[src/hdl/fdc_pkg.sv]
// fdc_pkg: shared constants, command/status types and the CRC step
// for the frame deframer. No dependencies.
`timescale 1ns / 1ps
`default_nettype none

package fdc_pkg;

    localparam int BUF_BYTES   = 64;
    localparam int PTR_W       = $clog2(BUF_BYTES);
    localparam int CNT_W       = PTR_W + 1;
    localparam int MAX_PAYLOAD = 58;
    localparam int HDR_BYTES   = 4;
    localparam int CRC_BYTES   = 2;

    localparam logic [7:0]  START_RESET = 8'hAA;
    localparam logic [15:0] CRC_INIT_V  = 16'hFFFF;
    localparam logic [15:0] CRC_POLY    = 16'h1021;

    localparam logic [1:0] KIND_DATA    = 2'd0;
    localparam logic [1:0] KIND_EMPTY   = 2'd1;
    localparam logic [1:0] KIND_LEN_ERR = 2'd2;
    localparam logic [1:0] KIND_CRC_ERR = 2'd3;

    typedef enum logic [1:0] {IDX_HOLD, IDX_CLR, IDX_INC, IDX_BODY} idx_op_t;
    typedef enum logic [1:0] {DROP_NONE, DROP_ONE, DROP_FRAME} drop_op_t;
    typedef enum logic [1:0] {CRC_HOLD, CRC_INIT, CRC_UPD} crc_op_t;
    typedef enum logic [2:0] {EMIT_NONE, EMIT_DATA, EMIT_EMPTY,
                              EMIT_LENERR, EMIT_CRCERR} emit_op_t;

    typedef struct packed {
        logic     push;
        logic     rd;
        idx_op_t  idx_op;
        crc_op_t  crc_op;
        logic     cap_lo;
        logic     cap_hi;
        logic     cap_type;
        logic     cap_rxlo;
        drop_op_t drop;
        emit_op_t emit;
    } fdc_cmd_t;

    typedef struct packed {
        logic fill_zero;
        logic head_is_start;
        logic fill_lt_hdr;
        logic len_bad;
        logic fill_lt_frame;
        logic body_byte;
        logic crc_lo;
        logic crc_ok;
        logic plen_zero;
        logic last_payload;
        logic out_free;
    } fdc_status_t;

    // one byte of CRC-16, MSB first
    function automatic logic [15:0] crc_byte(input logic [15:0] crc_in,
                                             input logic [7:0] data);
        logic [15:0] c;
        c = crc_in ^ {data, 8'h00};
        for (int b = 0; b < 8; b++)
        begin
            if (c[15])
                c = {c[14:0], 1'b0} ^ CRC_POLY;
            else
                c = {c[14:0], 1'b0};
        end
        return c;
    endfunction

endpackage

`default_nettype wire

[src/hdl/fdc_if.sv]
// fdc_if: valid/ready channel interfaces for received bytes and results.
// Depends on nothing.
`timescale 1ns / 1ps
`default_nettype none

interface fdc_rx_if;
    logic       valid;
    logic       ready;
    logic [7:0] rx_byte;
    modport source (output valid, output rx_byte, input ready);
    modport sink (input valid, input rx_byte, output ready);
endinterface

interface fdc_res_if;
    logic        valid;
    logic        ready;
    logic [1:0]  kind;
    logic [7:0]  frame_type;
    logic [5:0]  data_len;
    logic [7:0]  payload_byte;
    logic        last;
    logic [31:0] error_count;
    modport source (output valid, output kind, output frame_type, output data_len,
                    output payload_byte, output last, output error_count,
                    input ready);
    modport sink (input valid, input kind, input frame_type, input data_len,
                  input payload_byte, input last, input error_count,
                  output ready);
endinterface

`default_nettype wire

[src/hdl/fdc_datapath.sv]
// fdc_datapath: circular frame buffer, header/CRC registers, error counter
// and output register. Depends on fdc_pkg.
`timescale 1ns / 1ps
`default_nettype none

module fdc_datapath (
    input  wire logic                clk,
    input  wire logic                rst_n,
    input  wire fdc_pkg::fdc_cmd_t   cmd,
    output fdc_pkg::fdc_status_t     status,
    input  wire logic [7:0]          start_byte,
    input  wire logic [7:0]          rx_byte,
    input  wire logic                out_ready,
    output logic                     out_valid,
    output logic [1:0]               out_kind,
    output logic [7:0]               out_type,
    output logic [5:0]               out_plen,
    output logic [7:0]               out_data,
    output logic                     out_last,
    output logic [31:0]              out_errors
);

    logic [7:0] mem [fdc_pkg::BUF_BYTES];

    logic [fdc_pkg::PTR_W-1:0] head_reg, head_next;
    logic [fdc_pkg::CNT_W-1:0] fill_reg, fill_next;
    logic [fdc_pkg::CNT_W-1:0] idx_reg, idx_next;
    logic [7:0]  rd_data_reg;
    logic [15:0] crc_reg;
    logic [7:0]  len_lo_reg, len_hi_reg, type_reg, rxlo_reg;
    logic [31:0] err_reg, err_next;
    logic        out_valid_reg;
    logic [1:0]  out_kind_reg;
    logic [7:0]  out_type_reg, out_data_reg;
    logic [5:0]  out_plen_reg;
    logic        out_last_reg;
    logic [31:0] out_err_reg;

    logic [5:0]                plen;
    logic [fdc_pkg::CNT_W-1:0] plen_w, flen;
    logic [fdc_pkg::PTR_W-1:0] wr_addr, rd_addr;
    logic                      out_free;

    assign plen    = len_lo_reg[5:0];
    assign plen_w  = fdc_pkg::CNT_W'(plen);
    assign flen    = plen_w + fdc_pkg::CNT_W'(fdc_pkg::HDR_BYTES + fdc_pkg::CRC_BYTES);
    assign wr_addr = head_reg + fill_reg[fdc_pkg::PTR_W-1:0];
    assign rd_addr = head_reg + idx_reg[fdc_pkg::PTR_W-1:0];
    assign out_free = !out_valid_reg || out_ready;

    always_comb
    begin
        status.fill_zero     = (fill_reg == '0);
        status.head_is_start = (rd_data_reg == start_byte);
        status.fill_lt_hdr   = (fill_reg < fdc_pkg::CNT_W'(fdc_pkg::HDR_BYTES));
        status.len_bad       = (len_hi_reg != 8'd0) ||
                               (len_lo_reg > 8'(fdc_pkg::MAX_PAYLOAD));
        status.fill_lt_frame = (fill_reg < flen);
        status.body_byte     = (idx_reg <= plen_w + fdc_pkg::CNT_W'(fdc_pkg::HDR_BYTES));
        status.crc_lo        = (idx_reg == plen_w + fdc_pkg::CNT_W'(fdc_pkg::HDR_BYTES + 1));
        status.crc_ok        = ({rd_data_reg, rxlo_reg} == crc_reg);
        status.plen_zero     = (plen == 6'd0);
        status.last_payload  = (idx_reg == plen_w + fdc_pkg::CNT_W'(fdc_pkg::HDR_BYTES));
        status.out_free      = out_free;
    end

    always_comb
    begin
        head_next = head_reg;
        fill_next = fill_reg;
        if (cmd.push && fill_reg < fdc_pkg::CNT_W'(fdc_pkg::BUF_BYTES))
            fill_next = fill_reg + 1'b1;
        case (cmd.drop)
            fdc_pkg::DROP_ONE:
            begin
                head_next = head_reg + 1'b1;
                fill_next = fill_reg - 1'b1;
            end
            fdc_pkg::DROP_FRAME:
            begin
                head_next = head_reg + flen[fdc_pkg::PTR_W-1:0];
                fill_next = fill_reg - flen;
            end
            default: ;
        endcase

        case (cmd.idx_op)
            fdc_pkg::IDX_CLR:  idx_next = '0;
            fdc_pkg::IDX_INC:  idx_next = idx_reg + 1'b1;
            fdc_pkg::IDX_BODY: idx_next = fdc_pkg::CNT_W'(fdc_pkg::HDR_BYTES);
            default:           idx_next = idx_reg;
        endcase

        if (cmd.emit == fdc_pkg::EMIT_LENERR || cmd.emit == fdc_pkg::EMIT_CRCERR)
            err_next = err_reg + 32'd1;
        else
            err_next = err_reg;
    end

    always_ff @(posedge clk or negedge rst_n)
    begin
        if (!rst_n)
        begin
            head_reg      <= '0;
            fill_reg      <= '0;
            idx_reg       <= '0;
            err_reg       <= '0;
            out_valid_reg <= 1'b0;
        end
        else
        begin
            head_reg <= head_next;
            fill_reg <= fill_next;
            idx_reg  <= idx_next;
            err_reg  <= err_next;
            if (cmd.emit != fdc_pkg::EMIT_NONE)
                out_valid_reg <= 1'b1;
            else if (out_ready)
                out_valid_reg <= 1'b0;
        end
    end

    always_ff @(posedge clk)
    begin
        if (cmd.push && fill_reg < fdc_pkg::CNT_W'(fdc_pkg::BUF_BYTES))
            mem[wr_addr] <= rx_byte;
        if (cmd.rd)
            rd_data_reg <= mem[rd_addr];
    end

    always_ff @(posedge clk)
    begin
        case (cmd.crc_op)
            fdc_pkg::CRC_INIT: crc_reg <= fdc_pkg::CRC_INIT_V;
            fdc_pkg::CRC_UPD:  crc_reg <= fdc_pkg::crc_byte(crc_reg, rd_data_reg);
            default: ;
        endcase
        if (cmd.cap_lo)
            len_lo_reg <= rd_data_reg;
        if (cmd.cap_hi)
            len_hi_reg <= rd_data_reg;
        if (cmd.cap_type)
            type_reg <= rd_data_reg;
        if (cmd.cap_rxlo)
            rxlo_reg <= rd_data_reg;

        case (cmd.emit)
            fdc_pkg::EMIT_DATA:
            begin
                out_kind_reg <= fdc_pkg::KIND_DATA;
                out_type_reg <= type_reg;
                out_plen_reg <= plen;
                out_data_reg <= rd_data_reg;
                out_last_reg <= status.last_payload;
                out_err_reg  <= err_next;
            end
            fdc_pkg::EMIT_EMPTY:
            begin
                out_kind_reg <= fdc_pkg::KIND_EMPTY;
                out_type_reg <= type_reg;
                out_plen_reg <= 6'd0;
                out_data_reg <= 8'd0;
                out_last_reg <= 1'b1;
                out_err_reg  <= err_next;
            end
            fdc_pkg::EMIT_LENERR, fdc_pkg::EMIT_CRCERR:
            begin
                out_kind_reg <= (cmd.emit == fdc_pkg::EMIT_LENERR) ?
                                fdc_pkg::KIND_LEN_ERR : fdc_pkg::KIND_CRC_ERR;
                out_type_reg <= 8'd0;
                out_plen_reg <= 6'd0;
                out_data_reg <= 8'd0;
                out_last_reg <= 1'b1;
                out_err_reg  <= err_next;
            end
            default: ;
        endcase
    end

    assign out_valid  = out_valid_reg;
    assign out_kind   = out_kind_reg;
    assign out_type   = out_type_reg;
    assign out_plen   = out_plen_reg;
    assign out_data   = out_data_reg;
    assign out_last   = out_last_reg;
    assign out_errors = out_err_reg;

endmodule

`default_nettype wire

[src/hdl/fdc_ctrl.sv]
// fdc_ctrl: sequencer for byte intake, frame scan, CRC check and payload
// emission. Depends on fdc_pkg.
`timescale 1ns / 1ps
`default_nettype none

module fdc_ctrl (
    input  wire logic                  clk,
    input  wire logic                  rst_n,
    input  wire logic                  rx_valid,
    output logic                       rx_ready,
    input  wire fdc_pkg::fdc_status_t  status,
    output fdc_pkg::fdc_cmd_t          cmd
);

    typedef enum logic [3:0] {
        S_IDLE, S_SCAN, S_HEAD, S_LEN0, S_LEN1, S_TYPE, S_CRCRUN,
        S_PREAD, S_PEMIT, S_EMPTY, S_LENERR, S_CRCERR
    } state_t;

    state_t state_reg, state_next;

    assign rx_ready = (state_reg == S_IDLE);

    always_comb
    begin
        state_next = state_reg;
        cmd        = '0;
        case (state_reg)
            S_IDLE:
            begin
                if (rx_valid)
                begin
                    cmd.push   = 1'b1;
                    state_next = S_SCAN;
                end
            end
            S_SCAN:
            begin
                if (status.fill_zero)
                    state_next = S_IDLE;
                else
                begin
                    cmd.rd     = 1'b1;
                    cmd.idx_op = fdc_pkg::IDX_INC;
                    state_next = S_HEAD;
                end
            end
            S_HEAD:
            begin
                if (!status.head_is_start)
                begin
                    cmd.drop   = fdc_pkg::DROP_ONE;
                    cmd.idx_op = fdc_pkg::IDX_CLR;
                    state_next = S_SCAN;
                end
                else if (status.fill_lt_hdr)
                begin
                    cmd.idx_op = fdc_pkg::IDX_CLR;
                    state_next = S_IDLE;
                end
                else
                begin
                    cmd.rd     = 1'b1;
                    cmd.idx_op = fdc_pkg::IDX_INC;
                    cmd.crc_op = fdc_pkg::CRC_INIT;
                    state_next = S_LEN0;
                end
            end
            S_LEN0:
            begin
                cmd.cap_lo = 1'b1;
                cmd.crc_op = fdc_pkg::CRC_UPD;
                cmd.rd     = 1'b1;
                cmd.idx_op = fdc_pkg::IDX_INC;
                state_next = S_LEN1;
            end
            S_LEN1:
            begin
                cmd.cap_hi = 1'b1;
                cmd.crc_op = fdc_pkg::CRC_UPD;
                cmd.rd     = 1'b1;
                cmd.idx_op = fdc_pkg::IDX_INC;
                state_next = S_TYPE;
            end
            S_TYPE:
            begin
                cmd.cap_type = 1'b1;
                cmd.crc_op   = fdc_pkg::CRC_UPD;
                if (status.len_bad)
                begin
                    cmd.idx_op = fdc_pkg::IDX_CLR;
                    state_next = S_LENERR;
                end
                else if (status.fill_lt_frame)
                begin
                    cmd.idx_op = fdc_pkg::IDX_CLR;
                    state_next = S_IDLE;
                end
                else
                begin
                    cmd.rd     = 1'b1;
                    cmd.idx_op = fdc_pkg::IDX_INC;
                    state_next = S_CRCRUN;
                end
            end
            S_CRCRUN:
            begin
                if (status.body_byte)
                begin
                    cmd.crc_op = fdc_pkg::CRC_UPD;
                    cmd.rd     = 1'b1;
                    cmd.idx_op = fdc_pkg::IDX_INC;
                end
                else if (status.crc_lo)
                begin
                    cmd.cap_rxlo = 1'b1;
                    cmd.rd       = 1'b1;
                    cmd.idx_op   = fdc_pkg::IDX_INC;
                end
                else if (!status.crc_ok)
                begin
                    cmd.idx_op = fdc_pkg::IDX_CLR;
                    state_next = S_CRCERR;
                end
                else if (status.plen_zero)
                begin
                    cmd.idx_op = fdc_pkg::IDX_CLR;
                    state_next = S_EMPTY;
                end
                else
                begin
                    cmd.idx_op = fdc_pkg::IDX_BODY;
                    state_next = S_PREAD;
                end
            end
            S_PREAD:
            begin
                cmd.rd     = 1'b1;
                cmd.idx_op = fdc_pkg::IDX_INC;
                state_next = S_PEMIT;
            end
            S_PEMIT:
            begin
                if (status.out_free)
                begin
                    cmd.emit = fdc_pkg::EMIT_DATA;
                    if (status.last_payload)
                    begin
                        cmd.drop   = fdc_pkg::DROP_FRAME;
                        cmd.idx_op = fdc_pkg::IDX_CLR;
                        state_next = S_SCAN;
                    end
                    else
                    begin
                        cmd.rd     = 1'b1;
                        cmd.idx_op = fdc_pkg::IDX_INC;
                    end
                end
            end
            S_EMPTY:
            begin
                if (status.out_free)
                begin
                    cmd.emit   = fdc_pkg::EMIT_EMPTY;
                    cmd.drop   = fdc_pkg::DROP_FRAME;
                    state_next = S_SCAN;
                end
            end
            S_LENERR:
            begin
                if (status.out_free)
                begin
                    cmd.emit   = fdc_pkg::EMIT_LENERR;
                    cmd.drop   = fdc_pkg::DROP_ONE;
                    state_next = S_SCAN;
                end
            end
            S_CRCERR:
            begin
                if (status.out_free)
                begin
                    cmd.emit   = fdc_pkg::EMIT_CRCERR;
                    cmd.drop   = fdc_pkg::DROP_ONE;
                    state_next = S_SCAN;
                end
            end
            default: state_next = S_IDLE;
        endcase
    end

    always_ff @(posedge clk or negedge rst_n)
    begin
        if (!rst_n)
            state_reg <= S_IDLE;
        else
            state_reg <= state_next;
    end

endmodule

`default_nettype wire

[src/hdl/frame_deframer_crc16_unit.sv]
// Byte-stream frame deframer with CRC-16/CCITT-FALSE check: top level.
// Depends on fdc_pkg, fdc_if, fdc_ctrl and fdc_datapath.
//
// Takes one received byte per word on rx_ch and emits payload bytes, empty-
// frame marks and error events on res_ch. Frames are: start byte, 16-bit
// little-endian length (at most 58), type byte, payload, little-endian CRC
// over length, type and payload. A byte is taken only while the sequencer is
// idle; the buffer is one 64-entry memory with one read per cycle, so work
// goes in order: an incoming byte is accepted, each front byte is checked by
// a scan and a head compare (a dropped byte included), a final scan runs when
// the buffer ends up empty, a buffered header is parsed, a CRC pass runs once
// a frame is complete, the first payload byte is fetched, and results go out
// one per cycle while res_ch is not stalled. After a bad frame the buffer is
// rescanned from the next byte. start_byte is the only register, at address
// 0 of the APB port (reset 0xAA).
`timescale 1ns / 1ps
`default_nettype none

module frame_deframer_crc16_unit (
    input  wire logic        clk,
    input  wire logic        rst_n,
    fdc_rx_if.sink           rx_ch,
    fdc_res_if.source        res_ch,
    input  wire logic        psel,
    input  wire logic        penable,
    input  wire logic        pwrite,
    input  wire logic [2:0]  paddr,
    input  wire logic [31:0] pwdata,
    output logic [31:0]      prdata,
    output logic             pready
);

    fdc_pkg::fdc_cmd_t    cmd;
    fdc_pkg::fdc_status_t status;
    logic [7:0] start_reg;
    logic       sel_start;

    assign pready    = 1'b1;
    assign sel_start = (paddr[2] == 1'b0);
    assign prdata    = sel_start ? {24'd0, start_reg} : 32'd0;

    always_ff @(posedge clk or negedge rst_n)
    begin
        if (!rst_n)
            start_reg <= fdc_pkg::START_RESET;
        else if (psel && penable && pwrite && pready && sel_start)
            start_reg <= pwdata[7:0];
    end

    fdc_ctrl u_ctrl (
        .clk      (clk),
        .rst_n    (rst_n),
        .rx_valid (rx_ch.valid),
        .rx_ready (rx_ch.ready),
        .status   (status),
        .cmd      (cmd)
    );

    fdc_datapath u_dp (
        .clk        (clk),
        .rst_n      (rst_n),
        .cmd        (cmd),
        .status     (status),
        .start_byte (start_reg),
        .rx_byte    (rx_ch.rx_byte),
        .out_ready  (res_ch.ready),
        .out_valid  (res_ch.valid),
        .out_kind   (res_ch.kind),
        .out_type   (res_ch.frame_type),
        .out_plen   (res_ch.data_len),
        .out_data   (res_ch.payload_byte),
        .out_last   (res_ch.last),
        .out_errors (res_ch.error_count)
    );

endmodule

`default_nettype wire

[src/flat_wrapper.sv]
// flat-port wrapper written by rule: the top's interface ports become plain ports
module frame_deframer_crc16_unit_flat 
  (clk, rst_n, psel, penable, pwrite, paddr, pwdata, prdata, pready, rx_ch_valid, rx_ch_rx_byte, rx_ch_ready, res_ch_valid, res_ch_kind, res_ch_frame_type, res_ch_data_len, res_ch_payload_byte, res_ch_last, res_ch_error_count, res_ch_ready);
  fdc_rx_if rx_ch_i ();
  fdc_res_if res_ch_i ();
  input  wire logic clk;
  input  wire logic rst_n;
  input  wire logic psel;
  input  wire logic penable;
  input  wire logic pwrite;
  input  wire logic [2:0] paddr;
  input  wire logic [31:0] pwdata;
  output logic [31:0] prdata;
  output logic pready;
  input wire logic [$bits(rx_ch_i.valid)-1:0] rx_ch_valid;
  input wire logic [$bits(rx_ch_i.rx_byte)-1:0] rx_ch_rx_byte;
  output wire logic [$bits(rx_ch_i.ready)-1:0] rx_ch_ready;
  output wire logic [$bits(res_ch_i.valid)-1:0] res_ch_valid;
  output wire logic [$bits(res_ch_i.kind)-1:0] res_ch_kind;
  output wire logic [$bits(res_ch_i.frame_type)-1:0] res_ch_frame_type;
  output wire logic [$bits(res_ch_i.data_len)-1:0] res_ch_data_len;
  output wire logic [$bits(res_ch_i.payload_byte)-1:0] res_ch_payload_byte;
  output wire logic [$bits(res_ch_i.last)-1:0] res_ch_last;
  output wire logic [$bits(res_ch_i.error_count)-1:0] res_ch_error_count;
  input wire logic [$bits(res_ch_i.ready)-1:0] res_ch_ready;
  assign rx_ch_i.valid = rx_ch_valid;
  assign rx_ch_i.rx_byte = rx_ch_rx_byte;
  assign rx_ch_ready = rx_ch_i.ready;
  assign res_ch_valid = res_ch_i.valid;
  assign res_ch_kind = res_ch_i.kind;
  assign res_ch_frame_type = res_ch_i.frame_type;
  assign res_ch_data_len = res_ch_i.data_len;
  assign res_ch_payload_byte = res_ch_i.payload_byte;
  assign res_ch_last = res_ch_i.last;
  assign res_ch_error_count = res_ch_i.error_count;
  assign res_ch_i.ready = res_ch_ready;
  frame_deframer_crc16_unit u_core (.clk(clk), .rst_n(rst_n), .rx_ch(rx_ch_i), .res_ch(res_ch_i), .psel(psel), .penable(penable), .pwrite(pwrite), .paddr(paddr), .pwdata(pwdata), .prdata(prdata), .pready(pready));
endmodule
[config.mk]
export PLATFORM = sky130hd
export DESIGN_NAME = frame_deframer_crc16_unit_flat
export DESIGN_NICKNAME = d
export VERILOG_FILES = /design/src/hdl/fdc_pkg.sv /design/src/hdl/fdc_if.sv /design/src/hdl/fdc_datapath.sv /design/src/hdl/fdc_ctrl.sv /design/src/hdl/frame_deframer_crc16_unit.sv /design/src/flat_wrapper.sv
export SDC_FILE = /design/constraint.sdc
export NUM_CORES = 1
export LEC_CHECK = 0
export BUFFER_PORTS_ARGS = -buffer_cell sky130_fd_sc_hd__buf_2
export CAP_MARGIN = 20
export CORE_MARGIN = 2
export CORE_UTILIZATION = 60
export DETAILED_ROUTE_END_ITERATION = 16
export GPL_ROUTABILITY_DRIVEN = 0
export GPL_TIMING_DRIVEN = 0
export PLACE_DENSITY = 0.75
export SLEW_MARGIN = 5
export SYNTH_ARGS = -nofsm -noshare
export SYNTH_HDL_FRONTEND = slang
export SYNTH_SLANG_ARGS = --single-unit
[constraint.sdc]
create_clock -name clk -period 5.1 [get_ports clk]
set_clock_uncertainty 0.2 [all_clocks]
set_input_delay 1.02 -clock clk [delete_from_list [all_inputs] [get_ports clk]]
set_output_delay 1.02 -clock clk [all_outputs]
set_load 0.01 [all_outputs]
; After elaboration in Yosys (flattened, before gate mapping)
; Memory sizes are Yosys's and may differ from the RTL's. A register that Yosys moved wholly into a read port is not among the register bits.
; Cells that the tools add are included.
; Widths: inputs -> output; s select.
[classes]
n_addsub = 12
magnitude_cmp = 5
n_eq_ne = 32
mux = 83
bitwise = 10
reduce_logical = 29
[ops]
columns = op, count
row1 = $mux 16, 7
row2 = $mux 13, 8
row3 = $mux 4, 11
row4 = $pmux 4 s10, 1
row5 = $add 32x1->32 const B, 1
row6 = $mux 32, 1
row7 = $pmux 16 s2, 1
row8 = $pmux 8 s2, 2
row9 = $mux 2, 14
row10 = $not 3->3, 8
row11 = $pmux 6 s2, 2
row12 = $add 6x3->7 const B, 3
row13 = $pmux 7 s3, 1
row14 = $mux 1, 20
row15 = $add 6x6->6, 3
row16 = $pmux 3 s6, 1
row17 = $eq 16x16->1, 1
row18 = $eq 4x3->1 const B, 4
row19 = $eq 4x4->1 const B, 4
row20 = $xor 16x16->16, 1
row21 = $add 7x1->7 const B, 2
row22 = $eq 7x7->1, 2
row23 = $pmux 7 s2, 1
row24 = $mux 3, 4
row25 = other kinds (39), 68
[totals]
register_bits = 170
mem_bits_rw = 512
input_bits = 50
output_inout_bits = 92
elab_cells = 190
memories = 1
[mem_list]
columns = memory, words, word_bits, read_ports, rd_clocked_by_memory_dff, write_ports, line_no
row1 = u_core.u_dp.mem, 64, 8, 1, 1, 1, fdc_datapath.sv:23  ; logic [7:0] mem [fdc_pkg::BUF_BYTES];

; Logic depth before layout (Yosys ltp)
; Gate-level depths: netlist of the first run.
[logic_depth]
word_depth = 27
mapped_depth = 20
ltp_nobuf = 19

; Hierarchy
; Synthesis of the first run repeated with hierarchy kept, for this count alone.
[unflattened]
cells_unflattened = 1599
area_unflattened_um2 = 29062.9
[modules_own_cells]
columns = mod, n_inst, cells_each, area_per_inst_um2, seq_area_each_um2
row1 = fdc_datapath, 1, 1470, 27875.5, 20094.3
row2 = fdc_ctrl, 1, 77, 603.1, 100.1
row3 = frame_deframer_crc16_unit, 1, 52, 584.3, 205.2

; Worst setup path after synthesis of the first run
; Ideal clock, no wire load.
[synth_path]
kind = register to register
start = register u_core.u_dp.len_lo_reg[3]
end = register u_core.u_dp.fill_reg[6] (netlist name)
t_arrival_ps = 3423
required_ps = 4775
slack_ps = 1352
stages_incl_launch_ff = 20
path_buffers = 1
path_cell_list = edfxtp_1 buf_2 inv_1 ha_1 inv_1 ha_1 nand4_1 nor2_1 o21ai_0 ha_1 inv_1 fa_1 nor2b_1 o21ai_0 a21boi_0 o21ai_0 nand2b_1 mux2i_1 o21ai_0 mux2_2
[synth_between]
elab_chain_cells = 7
word_cells_on_any_way = 11
classes_between = add/sub: 3 / eq/ne: 3 / mux: 4 / reduce/logical: 1
[synth_lines]
columns = element, line_no
row1 = from (decl), fdc_datapath.sv:30  ; logic [7:0] len_lo_reg, len_hi_reg, type_reg, rxlo_reg;
row2 = from (signal assigned), fdc_datapath.sv:139  ; len_lo_reg <= rd_data_reg;
row3 = $add 6x3->7, fdc_datapath.sv:63  ; status.last_payload = (idx_reg == plen_w + fdc_pkg::CNT_W'(fdc_pkg::HDR_BYTES));
row4 = $eq 7x7->1, fdc_datapath.sv:63
row5 = $mux 2, fdc_ctrl.sv:147  ; if (status.last_payload)
row6 = $mux 5, fdc_ctrl.sv:144  ; if (status.out_free)
row7 = $pmux 2 s5, fdc_ctrl.sv:28  ; case (state_reg)
row8 = $eq 2x2->1 / $eq 2x1->1 (equally long branches), fdc_datapath.sv:73  ; case (cmd.drop)
row9 = $pmux 7 s2 / $reduce_bool 3->1 (equally long branches), -
row10 = to (signal assigned), fdc_datapath.sv:113  ; fill_reg <= fill_next;
row11 = to (decl), fdc_datapath.sv:26  ; logic [fdc_pkg::CNT_W-1:0] fill_reg, fill_next;
; Several ways; a longest one is shown, not always the timed one.
; A chain may end at the register's enable or synchronous reset.

; Final worst setup path of the first run
[layout_path]
start = register u_core.u_dp.idx_reg[0] (netlist name)
end = register u_core.u_dp.rd_data_reg[6], read port of u_core.u_dp.mem (data pin)
[layout_between]
elab_chain_cells = 4
word_cells_on_any_way = 9
classes_between = add/sub: 1 / order compare: 1 / eq/ne: 2 / mux: 5
[layout_lines]
columns = element, line_no
row1 = from (decl), fdc_datapath.sv:27  ; logic [fdc_pkg::CNT_W-1:0] idx_reg, idx_next;
row2 = from (signal assigned), fdc_datapath.sv:114  ; idx_reg <= idx_next;
row3 = "parallel branches: the longest is 4 deep, another holds $le 7x7->1", -
row4 = to (decl), fdc_datapath.sv:28  ; logic [7:0] rd_data_reg;
; Several ways; the timed one is not identified.

==> summary.md, run 1 <==
| Metric | Value |
|---|---|
| PD cells | 698 nW/um^2 |
| Delay of the slowest critical-path stage | 0.68 ns |
| Final hold violations | 0 |
| GRT overflow | 0 |
| Crit path arrival time | 4.73 ns |
| Vias/cell | 6.14 |
| Drt total wl | 62.4 mm |
| DRC Markers | 0 |
| Antenna cells | 0 |
| FF+latch area | 20400 sq um |
| Clk Latency, worst-skew pair | 0.63 ns |
| Post-synth top cells | edfxtp_1 (625), mux4_2 (160), nor2_1 (117), xnor2_1 (80), nand2_1 (67) |
| Max reg flops | 512 |
| Layout cells sized above 1 | 0.242 |
| Sequential area share after synthesis | 0.707 |
| ANT nets after route | 0 |
| Fin crit period | 4.60 ns |
| Setup_tns | 0 ns |
| GR Util All Layers | 0.256 |
| Startpoint types | register |
| Num CTS Buffers | 70 |
| CP most frequent cell | mux4_2 |
| Buffers on Ports | 90 |
| Hold_ws | 0.279 ns |
| Area delta synth->final | 12.9% |
| Detail Placement HPWL | 39.5 mm |
| Worst path bufs/invs | 3 |
| First-pass GRT wire length | 93.6 mm |
| Mapped Avg Cell Area | 18.2 sq um |
| Total number of vias | 15046 |
| Post-synth EDFFs | 625 |
| Row count | 80 |
| Synth Cell Area | 28900 sq um |
| Leak | 11.2 nW |
| Worst-path clk slew | 0.06 ns |
| Synth unique cells | 66 |
| Peak supply drop | 0.000396 V |
| Final setup margin | 0.497 ns |
| DIE WIDTH | 223 um |
| H-tree depth | 3 |
| Kind of critical path | reg -> reg |
| Clock Sinks | 690 |
| Slowest cell on the critical path | clkbuf_1 |
| Die height | 223 um |
| I/O pin count | 142 |
| Largest net degree at the start of global routing | 65 |
| Initial core utilization | 0.606 |
| WL/cell | 25.5 um |
| Final max-slew violation count | 0 |
| Tcrit/Tclk final | 0.903 |
| Main area contributors after synthesis | edfxtp_1 (65%), mux4_2 (12%), dfrtp_1 (5.3%) |
| Core box area | 47600 sq um |
| Most used DFF post-synth | edfxtp_1 |
| Yosys top cell area share | 0.650 |
| Pre-CTS setup slack | 0.517 ns |
| Worst Max-Slew Pin Slew | 1.01 ns |
| Most frequent cell after synthesis | edfxtp_1 |
| RSZ-0062 raised after global routing | false |
| Setup violations, final | 0 |
| DIE AREA | 49900 sq um |
| CP endpoint kind | register |
| Multi-input logic area | 8010 sq um |
| Status | complete, no violations |
| Synth area leader | edfxtp_1 |
| Yosys warnings | 0 |
| Root buffer cell | clkbuf_16 |
| Mapped Cells | 1587 |
| Vias in the first global route | 15160 |
| WP data required | 5.22 ns |
| FF+latch count, synth | 690 |
| Total of max-cap violations | 0 |
| Fillers | 3012 |
| Initial antenna violation count | 0 |
| Crit-path cells | ha_1 > fa_1 > buf_2 > buf_1 > clkbuf_1 > mux4_2 > mux4_2 > mux2i_1 > a21oi_1 |
| Final #Nets | 1884 |
| Starting DRT DRC Count | 1736 |
| Max Freq | 217 MHz |
| Clock Path Buffers | 3 |
| Drt pass-1 iters | 5 |
| CTS tree | yes |
| Crit-path leading delay family | buffers and inverters |
| HP Class | reg -> reg |
| Relative slew margins | 0.324 |
| Async SR Flop Fraction | 0.0942 |
| CP max FO | 10 |
-- cells by family (layout without fill, tap and decap cells) --
| family | count (synthesis) | in the layout | share of synthesized area |
|---|---|---|---|
| compound gates | 112 | 112 | 0.0240 |
| xor+xnor | 111 | 111 | 0.0347 |
| fa+ha+maj | 53 | 53 | 0.0243 |
| buf+inv | 108 | 333 | 0.0185 |
| flops | 690 | 690 | 0.707 |
| mux | 183 | 183 | 0.133 |
| other cells | 2 | 25 | 0.000260 |
| simple gates | 328 | 328 | 0.0578 |
-- where the power goes --
part	leakage, nW	switching (mW)	internal (mW)
Combinational	3.60	5.74	4.76
Sequential	6.48	0.422	6.82
Clock	1.09	2.12	2.88
-- cell type report --
| cell class | count | share of cell area |
|---|---|---|
| flip-flops and latches | 690 | 0.626 |
| multi-input cells | 812 | 0.246 |
| clock buffers | 89 | 0.0562 |
| well taps | 615 | 0.0236 |
| repair buffers | 99 | 0.0197 |
| plain buffers | 74 | 0.0124 |
| clock inverters | 37 | 0.0122 |
| inverters | 34 | 0.00399 |
-- repair_timing --
item | CTS | global route
setup buffers | 0 | 0
setup endpoints to repair | 0 | 0
endpoints found under the hold margin | 2 | 0
hold buffers | 1 | 0
resized for setup | 0 | 0
-- worst paths after layout --
check | cells past startpoint | startpoint | slack (ns) | to
min reg2reg | 1 | u_core.u_dp.err_reg[31]$_DFF_PN0_ | 0.28 | u_core.u_dp.err_reg[31]$_DFF_PN0_
min | 1 | u_core.u_dp.err_reg[31]$_DFF_PN0_ | 0.28 | u_core.u_dp.err_reg[31]$_DFF_PN0_
max in group asynchronous | 3 | rst_n | 3.57 | u_core.start_reg[5]$_DFFE_PN1P_
max | 9 | u_core.u_dp.idx_reg[0]$_DFFE_PN0P_ | 0.50 | u_core.u_dp.rd_data_reg[6]$_DFFE_PP_
min in group asynchronous | 2 | rst_n | 0.55 | u_core.u_dp.err_reg[30]$_DFF_PN0_
max reg2reg | 9 | u_core.u_dp.idx_reg[0]$_DFFE_PN0P_ | 0.50 | u_core.u_dp.rd_data_reg[6]$_DFFE_PP_
-- per-layer routing --
| layer | part of all wire | routed length [um] | track usage |
|---|---|---|---|
| met5 | 0 | 0 | 0 |
| met3 | 0.072 | 4520 | 0.0522 |
| met4 | 0.028 | 1760 | 0.0822 |
| met1 | 0.39 | 24600 | 0.344 |
| met2 | 0.50 | 31500 | 0.428 |
-- placed cells by master, fill, tap and decap left out, types with 21 or more instances in the layout --
master	n
nand3_1	21
dfrtp_1	61
xor2_1	27
buf_2	108
inv_1	29
xnor2_1	80
ha_1	48
clkbuf_16	70
mux4_2	160
nand2_1	67
conb_1	25
clkbuf_1	44
buf_4	29
a21oi_1	42
edfxtp_1	625
nor2_1	117
nor2b_1	31
o21ai_0	22
-- stage by stage --
stage / cell area (sq um) / cells / total power, mW / util
2_1_floorplan: 28900 / 1610 / 14.6 / -
3_3_place_gp: 30200 / 2315 / 17.5 / 0.633
3_5_place_dp: 30200 / 2318 / 17.7 / 0.635
4_1_cts: 32500 / 2445 / 22.8 / 0.682
5_1_grt: 32600 / 2450 / 23.7 / 0.684
6_report: 32600 / 2450 / 22.7 / 0.684
Note: power is estimated with default switching activity, not from simulation.
==> run 2, diff against run 1 <==
Settings changed: ABC_AREA from default to 1, CORE_MARGIN 2 to default.
==> run 2 against run 1 <==
Against the previous run:
- fmax is 1.5% higher
- critical path depth increased by 15
- area after synthesis increased by 4.8%
- sequential share of layout area down 2.5 points
- final area up 4.2%
- global-route usage rose by 5.6 points
- critical path type unchanged
==> summary.md, run 2 <==
| Metric | Value |
|---|---|
| Final Instance Area | 33900 sq um (+4.2%) |
| Worst Max-Slew Pin Slew | 0.908 ns (-0.103 ns) |
| Initial core utilization | 0.613 (+0.00725) |
| Placed inst area | 31800 sq um (+5.3%) |
| DIE AREA | 51300 sq um (+2.9%) |
| Vias in the first global route | 20681 (+36%) |
| DRC Markers | 0 (unchanged) |
| FF+latch count, synth | 690 (unchanged) |
| Async SR Flop Fraction | 0.0942 (unchanged) |
| Max reg flops | 512 (unchanged) |
| Drt pass-1 iters | 6 (+1) |
| Post-synth top cells | edfxtp_1 (625), nor2_1 (471), nand2_1 (412), o21ai_0 (273), inv_1 (147) |
| Most common cell after layout, fill and taps aside | edfxtp_1 |
| Row count | 81 (+1.3%) |
| Post-synth EDFFs | 625 (unchanged) |
| Max Freq | 220 MHz (+1.5%) |
| Crit path arrival time | 4.86 ns (+0.13 ns) |
| Setup_tns | 0 ns (unchanged) |
| Synth Cell Area | 30200 sq um (+4.8%) |
| Num CTS Buffers | 72 (+2.9%) |
| Most frequent cells in the layout | edfxtp_1 (625), nor2_1 (470), nand2_1 (412), o21ai_0 (273), inv_1 (147) |
| Synth unique cells | 52 (-21%) |
| Clock Path Buffers | 3 (unchanged) |
| ANT nets after route | 0 (unchanged) |
| Clk Latency, worst-skew pair | 0.62 ns (about the same) |
| Relative slew margins | 0.392 (+0.0681) |
| Root buffer cell | clkbuf_16 |
| Post-CTS Resized | 0 (unchanged) |
| Vias/cell | 5.95 (-3.1%) |
| Sequential area share after synthesis | 0.674 (-0.0326) |
| Postcts setup bufs | 0 (unchanged) |
| Main area contributors after synthesis | edfxtp_1 (62%), nor2_1 (5.8%), nand2_1 (5.1%) |
| RSZ-0062 raised after global routing | false |
| CP max FO | 10 (unchanged) |
| CTS tree | yes |
| Delay of the slowest critical-path stage | 0.51 ns (-0.17 ns) |
| Setup violations, final | 0 (unchanged) |
| Buffers on Ports | 89 (-1.1%) |
| Area delta synth->final | 12.2% |
| Core box area | 49400 sq um (+3.6%) |
| WP data required | 5.43 ns (+0.21 ns) |
| First-pass GRT wire length | 118 mm (+26%) |
| R2r worst-path depth | 24 (+15) |
| Final cell count without fillers | 3585 (+46%) |
| Crit-path leading delay family | simple AND/OR/NAND/NOR gates |
| Detail Placement HPWL | 52.2 mm (+32%) |
| DIE WIDTH | 227 um (+1.4%) |
| Largest net degree at the start of global routing | 66 (+1.5%) |
| Reg2reg setup slack | 0.56 ns (+0.07 ns) |
| Worst-path clk slew | 0.06 ns (about the same) |
| GRT overflow | 0 (unchanged) |
| Slowest cell on the critical path | edfxtp_1 |
| Kind of critical path | reg -> reg |
| RR Startpoint | u_core.u_dp.len_lo_reg[2]$_DFFE_PP_ |
| Initial antenna violation count | 1 (+1) |
| Crit-path cells | inv_1 > ha_1 > inv_1 > ha_1 > nand2_1 > nor2_1 > nand2_1 > nor2_1 > nor2_1 > inv_1 > ha_1 > clkbuf_1 > inv_1 > clkbuf_1 > nor2_1 > ha_1 > nand3_1 > nand3_1 > nand2_1 > nand2_1 > a21oi_1 > a21oi_1 > o21ai_0 > xnor2_1 |
| Die height | 227 um (+1.4%) |
| Clock Sinks | 690 (unchanged) |
| Most frequent cell after synthesis | edfxtp_1 |
| Tcrit/Tclk final | 0.889 (-0.0131) |
| WL/cell | 21.8 um (-14%) |
| CP endpoint kind | register |
| Mapped Avg Cell Area | 11.3 sq um (-38%) |
| Synth area leader | edfxtp_1 |
| Status | complete, no violations |
| Fin crit period | 4.54 ns (-0.0670 ns) |
| Yosys top cell area share | 0.620 (-0.0300) |
| Most used DFF post-synth | edfxtp_1 |
| Antenna cells | 0 (unchanged) |
| Layout cells sized above 1 | 0.116 (-0.126) |
| Final max-slew violation count | 0 (unchanged) |
| Starting DRT DRC Count | 2792 (+61%) |
| Mapped Cells | 2675 (+69%) |
| Total number of vias | 21343 (+42%) |
| Hold-fix buffers, CTS | 0 (-1) |
| Final #Nets | 2975 (+58%) |
| HP Class | in -> async |
| Startpoint types | register |
| Inst Count DP | 3461 (+49%) |
| Critical R2R Capture | u_core.u_dp.head_reg[5]$_DFFE_PN0P_ |
| Final hold violations | 0 (unchanged) |
| Total of max-cap violations | 0 (unchanged) |
| Hold_ws | 0.226 ns (-0.0536 ns) |
| GR Util All Layers | 0.312 (+0.0558) |
| Drt total wl | 78.3 mm (+26%) |
| Yosys warnings | 0 (unchanged) |
| I/O pin count | 142 (unchanged) |
| Worst path bufs/invs | 6 (+3) |
| H-tree depth | 3 (unchanged) |
-- run 2: changes by cell type in the layout (fill, tap and decap cells not counted), moves of 31 or more --
cell	change
inv_1	+118
nor2_1	+353
o21ai_1	+52
xnor2_1	-53
nand3_1	+90
nor2b_1	-31
mux4_2	-160
nand2_1	+345
o22ai_1	+64
o21ai_0	+251
-- run 2: metal layers --
layer | GRT usage | up-vias | share of wire
li1 | - | 9696 | -
met1 | 0.395 | 10193 | 0.37
met5 | 0 | - | 0
met3 | 0.0654 | 271 | 0.092
met2 | 0.512 | 1183 | 0.48
met4 | 0.157 | 0 | 0.054
-- run 2: how the worst max path moves through the flow --
stage	cells after the start	from	to
2_1_floorplan	22	u_core.u_dp.len_lo_reg[3]$_DFFE_PP_	u_core.u_dp.head_reg[5]$_DFFE_PN0P_
3_3_place_gp	24	u_core.u_dp.len_lo_reg[2]$_DFFE_PP_	u_core.u_dp.head_reg[5]$_DFFE_PN0P_
3_5_place_dp	24	u_core.u_dp.len_lo_reg[2]$_DFFE_PP_	u_core.u_dp.head_reg[5]$_DFFE_PN0P_
4_1_cts	24	u_core.u_dp.len_lo_reg[2]$_DFFE_PP_	u_core.u_dp.head_reg[5]$_DFFE_PN0P_
5_1_grt	24	u_core.u_dp.len_lo_reg[2]$_DFFE_PP_	u_core.u_dp.head_reg[5]$_DFFE_PN0P_
6_report	24	u_core.u_dp.len_lo_reg[2]$_DFFE_PP_	u_core.u_dp.head_reg[5]$_DFFE_PN0P_
-- run 2: logic make-up (layout without fill, tap and decap cells) --
kind of cell,count (synthesis),in the layout,share of synthesized area
buf+inv,299,522,0.0452
xor+xnor,71,71,0.0211
flops,690,690,0.674
compound gates,487,487,0.0880
other cells,2,25,0.000248
simple gates,1073,1073,0.148
fa+ha+maj,53,53,0.0232
-- run 2: final cells by class --
class / count / area (sq um)
fillers: 3517 / 15400
multi-input cells: 1709 / 8580
well taps: 664 / 831
repair buffers: 100 / 663
clock inverters: 31 / 181
plain buffers: 139 / 758
clock buffers: 92 / 1920
inverters: 160 / 608
flip-flops and latches: 690 / 20400
-- run 2: worst register-to-register path, stage by stage, from the launching register on --
cell,delay [ns]
edfxtp_1,0.51
inv_1,0.21
ha_1,0.32
inv_1,0.04
ha_1,0.26
nand2_1,0.05
nor2_1,0.12
nand2_1,0.18
nor2_1,0.18
nor2_1,0.08
inv_1,0.05
ha_1,0.12
clkbuf_1,0.39
inv_1,0.14
clkbuf_1,0.26
nor2_1,0.26
ha_1,0.28
nand3_1,0.08
nand3_1,0.09
nand2_1,0.10
nand2_1,0.05
a21oi_1,0.16
a21oi_1,0.08
o21ai_0,0.10
xnor2_1,0.15
-- run 2: stage by stage --
stage                     utilization  setup slack, ns
after detailed placement        0.645            0.636
final                           0.688            0.564
after floorplan                     -             1.38
after CTS                       0.688            0.612
after global placement          0.640            0.679
after global routing            0.688            0.108
Power of run 2 is not shown: default switching activity piles up to over one toggle a cycle in this logic, so the estimate is an artifact.
